### config.mk
export PLATFORM = sky130hd
export DESIGN_NAME = prb_meta_ram
export DESIGN_NICKNAME = d
export VERILOG_FILES = /design/src/hw/rtl/prb_pkg.sv /design/src/hw/rtl/prb_meta_ram.sv
export SDC_FILE = /design/constraint.sdc
export NUM_CORES = 1
export LEC_CHECK = 0
export ABC_AREA = 1
export BUFFER_PORTS_ARGS = -buffer_cell sky130_fd_sc_hd__buf_2
export CORE_UTILIZATION = 25
export DETAILED_ROUTE_END_ITERATION = 10
export PLACE_DENSITY = 0.52
export SETUP_SLACK_MARGIN = 0.1
export SLEW_MARGIN = 20
export SYNTH_ARGS = -nofsm -noshare
export SYNTH_HDL_FRONTEND = slang
export SYNTH_SLANG_ARGS = --single-unit
export TNS_END_PERCENT = 100
### constraint.sdc
create_clock -name clk -period 1 [get_ports clk]
set_clock_uncertainty 0.1 [all_clocks]
set_input_delay 0.1 -clock clk [delete_from_list [all_inputs] [get_ports clk]]
set_output_delay 0.1 -clock clk [all_outputs]
set_load 0.01 [all_outputs]
### src/hw/rtl/prb_pkg.sv
// Package: sizes, request codes and RAM command types for the packet ring receive buffer.
package prb_pkg;

  localparam int BUFFER_COUNT = 4;
  localparam int BUFFER_BYTES = 512;

  localparam int SLOT_W     = $clog2(BUFFER_COUNT);
  localparam int OFFS_W     = $clog2(BUFFER_BYTES);
  localparam int CNT_W      = $clog2(BUFFER_BYTES + 1);
  localparam int BADDR_W    = SLOT_W + OFFS_W;
  localparam int BYTE_DEPTH = BUFFER_COUNT << OFFS_W;
  localparam int CMP_W      = 11;  // holds any field value and BUFFER_BYTES

  localparam logic [CMP_W-1:0] BYTES_CMP = CMP_W'(BUFFER_BYTES);

  typedef enum logic [1:0] {
    REQ_STORE   = 2'd0,
    REQ_DONE    = 2'd1,
    REQ_READ    = 2'd2,
    REQ_CONNECT = 2'd3
  } req_e_t;

  typedef struct packed {
    logic [CNT_W-1:0] pos;
    logic [CNT_W-1:0] cnt;
  } meta_t;

  typedef struct packed {
    logic              we;
    logic [SLOT_W-1:0] waddr;
    meta_t             wdata;
    logic              re;
    logic [SLOT_W-1:0] raddr;
  } meta_cmd_t;

  typedef struct packed {
    logic               we;
    logic [BADDR_W-1:0] waddr;
    logic [7:0]         wdata;
    logic               re;
    logic [BADDR_W-1:0] raddr;
  } byte_cmd_t;

  function automatic logic [SLOT_W-1:0] next_slot(input logic [SLOT_W-1:0] s);
    logic [SLOT_W-1:0] n;
    n = s + SLOT_W'(1);
    if (s == SLOT_W'(BUFFER_COUNT - 1)) begin
      n = '0;
    end
    return n;
  endfunction

endpackage

### src/hw/rtl/prb_meta_ram.sv
// Per-buffer read position and fill count, with valid bits standing in for the zero reset.
module prb_meta_ram (
  input  logic                clk,
  input  logic                rst_n,
  input  prb_pkg::meta_cmd_t  cmd,
  output prb_pkg::meta_t      rdata
);
  import prb_pkg::*;

  meta_t                   mem [BUFFER_COUNT];
  logic [BUFFER_COUNT-1:0] vld_r;
  logic [BUFFER_COUNT-1:0] vld_nxt;
  meta_t                   rd_r;
  logic                    rd_vld_r;
  logic                    rd_vld_nxt;

  always_comb begin
    vld_nxt    = vld_r;
    rd_vld_nxt = rd_vld_r;
    if (cmd.we) begin
      vld_nxt[cmd.waddr] = 1'b1;
    end
    if (cmd.re) begin
      rd_vld_nxt = vld_r[cmd.raddr];
    end
  end

  always_ff @(posedge clk) begin
    if (!rst_n) begin
      vld_r    <= '0;
      rd_vld_r <= 1'b0;
    end else begin
      vld_r    <= vld_nxt;
      rd_vld_r <= rd_vld_nxt;
    end
  end

  always_ff @(posedge clk) begin
    if (cmd.we) begin
      mem[cmd.waddr] <= cmd.wdata;
    end
    if (cmd.re) begin
      rd_r <= mem[cmd.raddr];
    end
  end

  // never-written entry reads as zero
  assign rdata = rd_vld_r ? rd_r : '0;

endmodule

## Yosys cells after proc, flatten, opt, wreduce, memory -nomap -nowiden

Memories as Yosys holds them, arrays and structs flattened. A register that Yosys moved wholly into a read port is not among the register bits.
Index checks and enable logic that the tools add are counted.
W data, S select, Z words.

| storage, ports and cells | value |
|---|---|
| memory bits (writable) | 80 |
| bits in registers | 5 |
| logic and storage cells | 15 |
| output and inout bits | 20 |
| memories kept | 1 |
| input port bits | 28 |

| cells by class | value |
|---|---|
| muxes and demuxes | 7 |
| order comparisons | 3 |
| bitwise gates (word level) | 1 |
| reduce and logical (&&, ||, !) cells | 1 |

Memory list:

| memory | depth | bits a word | rd ports | clocked after Yosys merged registers in | write ports | line | source |
|---|---|---|---|---|---|---|---|
| mem | 4 | 20 | 1 | 1 | 1 | prb_meta_ram.sv:10 | `meta_t mem [BUFFER_COUNT];` |

Operator list:

| kind | count |
|---|---|
| $mux W20 | 1 |
| $lt A2 B3 Y1 const B | 2 |
| $mux W1 | 4 |
| $or A4 B4 Y4 | 1 |
| $bmux W1 S2 | 1 |
| $demux W1 S2 | 1 |
| $ge A2 B1 Y1 const B | 1 |
| $logic_and A1 B1 Y1 | 1 |

## Longest topological paths before layout

| logic depth | value |
|---|---|
| depth after elaboration | 5 |
| depth in mapped cells | 6 |
| gate-level depth less buffers | 5 |

## Least setup slack after synthesis

Ideal clock, no wire load.

| path | value |
|---|---|
| path kind | input to register |
| start point | input cmd[24] (netlist bit) |
| end point | memory mem[3][0] (netlist bit), enable pin |
| buffers on the path | 0 |
| arrival time | 0.586 ns |
| data required time | 0.524 ns |
| cell stages on the path | 2 |
| setup slack | -0.062 ns |
| setup time | 0.376 ns |
| path through | nand3_1 > inv_1 |

RTL lines:

| element | line | source |
|---|---|---|
| start, declared | prb_meta_ram.sv:5 | `input prb_pkg::meta_cmd_t cmd,` |
| end, declared | prb_meta_ram.sv:10 |  |

No word-level cell before the write port.

==> run summary <==
The area of the placeable core is 15,370 um2. The remaining antenna violation count after routing is 0. In the layout the commonest cells are edfxtp_1 (100), nor2_1 (42), buf_2 (34), o21ai_1 (26), dlygate4sd3_1 (21). The routed wirelength normalized by instance count came out at 13.90 um. The area occupied by registers is approximately 3100 um2. The number of warnings issued by yosys came out at 0. The multiplexer area fraction after synthesis is 0%.

For this run, the slowest stage of the critical path takes between 0.4 and 0.5 ns. The library cell with the largest summed area after synthesis is edfxtp_1. In the final layout, the multi-input gates occupy between 700 and 800 um2. The maximum buffer depth of the clock tree came out at 2. Setup repair after global routing could not meet its margin everywhere.

The maximum ir drop on the vdd rail came out at roughly 0.77 mV. The final reports fail on setup timing. For the worst setup path, the data required time is 0.80 ns. The via count of the first global-routing pass is 2,454.

Leaving out fill and tap cells, the most frequent cell in the layout is edfxtp_1. The final count of pins violating max slew is 0. The run finished, with violations left. By area, the combinational part of the netlist is dominated by compound AO/OA/AOI/OAI gates.

The critical path is of the reg2out type. After synthesis, the mean cell area works out to around 14 um2. Along the worst path, the maximum fanout reaches 5. CTS placed an instance of clkbuf_16 at the clock tree root. The adder-cell share of the synthesized area is 0%.

The final number of hold-violating endpoints is 0. After layout, the worst setup slack is -0.3046 ns. The count of unique library cells instantiated by Yosys came out at 16. The synthesized netlist devotes between 8 and 9% of its cell area to compound gates. The cell area after synthesis is around 4000 um2. The vertical die dimension is roughly 130 um. Global routing used between 10% and 20% of the available tracks across all layers. The tightest min-delay check is of the in2reg type. The count of maximum capacitance violations is 0. Dividing total power by cell area gives a power density of 1689 nW/um2.

The horizontal extent of the die is between 100 and 150 um. The synthesized-area fraction occupied by and/or/nand/nor cells is around 7.3%. Of the available clock period, the critical path in the final layout requires 130.5%. The setup slack at placement came out at -0.08067 ns. Entering global routing, the biggest net connects 43 pins. The congestion estimate from routability-driven global placement came to 0.6917. After synthesis, the largest area contributor takes up about 75% of total cell area. The mean number of vias per cell came out at 4.150.

The floorplan step defined a die boundary enclosing between 15,000 and 20,000 um2. TritonCTS built the clock tree. Headroom to the max-slew limit came out at ~81%. The register area share after synthesis came out at between 70% and 80%. For this run, the top clock speed supported by timing is between 700 and 800 MHz. Input and output buffers added on the ports amount to 47. The finished layout holds 586 standard cells, fillers aside.

The share of final-layout standard cells stronger than drive strength 1 is between 30% and 40%. The number of clock buffers added by TritonCTS is 9. For the finished layout, the period the worst path requires is 1.305 ns.

The number of setup violations in the final report came out at 20. The layout has 1,504 filler cells. The global-route congestion overflow total is 0.

The slew at the pin with the worst max-slew slack came out at 0.2847 ns. The number of antenna repair diodes is 0. The initial antenna violation count came to 0. The violation count after the first detailed-routing iteration came out at 176.

The number of remaining DRC errors is 0. The critical path goes through clkbuf_16 -> nand2_1 -> inv_1 -> buf_2. On the final layout, the worst hold slack is 0.06633 ns. The synthesized net count came out at approximately 320. Of the total synthesized cell area, the portion taken by XOR and XNOR cells is 0%.

The net count of the finished layout is about 400. The family of cells with the greatest summed delay on the critical path is flip-flops. The cell count after placement is between 500 and 600. The routed design has around 8100 um of wire.

Once the floorplan was initialized, standard cells occupied between 20% and 30% of the core. Data on the critical path arrives at its endpoint at between 1 and 1.5 ns. The post-synthesis register bit count came out at 105. Post-CTS timing repair inserted 0 buffers for setup. The layout overhead on the synthesized area came out at 34.37%. The post-synthesis cell count is between 200 and 300. The clock sink count came out at 105. The I/O pin count is 48. The clock transition at the registers of the reported paths came out at around 0.060 ns. Cells fill approximately a third of the core in the end.

The total via count after detailed routing is around 2,400. The number of H-tree levels came out at 3. Before antenna repair, the detailed router went through 4 iterations. The static leakage came out at roughly 0.002 uW. After floorplanning, the core was divided into 45 placement rows. The global-route wire length before repair came out at 12,740 um.

The total power is about 9000 uW. The clock latency of the later-clocked register in the worst-skew pair came out at around 0.33 ns. After legalization and detailed placement, the total HPWL measured approximately 5300 um. The worst setup path is captured at an output pin. The buffering stage count on the worst path with inverters included is 3.

The standard cell with the maximum stage delay on the critical path is dfxtp_4. By area the synthesized netlist is led by edfxtp_1 (75%), nor2_1 (4.1%), o22ai_1 (3.1%), o21ai_0 (2.6%), dfxtp_1 (2.5%). STA classifies the critical path startpoint as a flop.
[worst min-delay path, stage by stage]
cell and delay (ns):
buf_2 0.10, buf_12 0.17, a21oi_1 0.08
[kinds of logic after synthesis]
| family | count (synthesis) |
|---|---|
| simple gates | 75 |
| buf+inv | 44 |
| compound gates | 64 |
| flops | 105 |
[power by group]
group	internal [uW]	total, uW	leakage (uW)	switching (uW)
Clock	1630	3060	0.000117	1430
Sequential	5080	5160	0.000973	78.7
Combinational	385	824	0.000906	440
[per-stage QoR]
stage	area (um2)	TNS [ns]
6_report	5351	-5.573
3_3_place_gp	4662	-3.868
5_1_grt	5351	-6.424
2_1_floorplan	4010	0
3_5_place_dp	4662	-4.535
4_1_cts	5155	-5.449
[flip-flops by register name, summed over array words and instances (netlist names)]
register	cells
mem	80
rd_r	20
vld_r	4
rd_vld_r	1
[final timing paths]
path,slack (ns),cells after the start,end,startpoint
max,-0.30,4,rdata[16],rd_vld_r$_SDFFE_PN0P_
min,0.07,3,rd_vld_r$_SDFFE_PN0P_,cmd[2]
max reg2reg,0.04,2,rd_r[13]$_DFFE_PP_,mem[2][13]$_DFFE_PP_
min reg2reg,0.36,1,vld_r[3]$_SDFFE_PN0P_,vld_r[3]$_SDFFE_PN0P_
[synth_stat cells]
master,n
nand2_1,25
o21a_1,2
nor2_1,44
buf_4,2
buf_2,6
inv_1,25
nand3_1,6
inv_2,3
inv_8,1
dfxtp_1,5
o22ai_1,20
o21ai_0,21
a21oi_1,1
buf_6,7
o21ai_1,20
edfxtp_1,100
[routing by layer]
layer | share of wire [%] | up-vias | global-route usage (%) | routed length [um]
li1 | - | 1197 | - | -
met4 | 1.7 | 0 | 4.360 | 138
met3 | 2.5 | 10 | 1.503 | 207
met2 | 50 | 36 | 17.52 | 4067
met1 | 46 | 1189 | 12.93 | 3732
met5 | 0 | - | 0 | 0
[timing repair]
action                                  CTS  global route
resized for setup                        10            51
cloned                                    1             1
endpoints found under the setup margin   41            41
pin swaps                                18             7
endpoints found under the hold margin    85             0
hold buffers                             21             0
[cell type report]
| class | instances | area share (%) |
|---|---|---|
| sequential | 105 | 58.05 |
| clock buffer | 9 | 4.209 |
| timing repair buffer | 89 | 15.83 |
| multi-input combinational | 139 | 14.15 |
| clock inverter | 4 | 0.4442 |
| inverter | 29 | 2.385 |
| tap | 211 | 4.933 |
No activity file was read; power rests on OpenSTA's default activity.
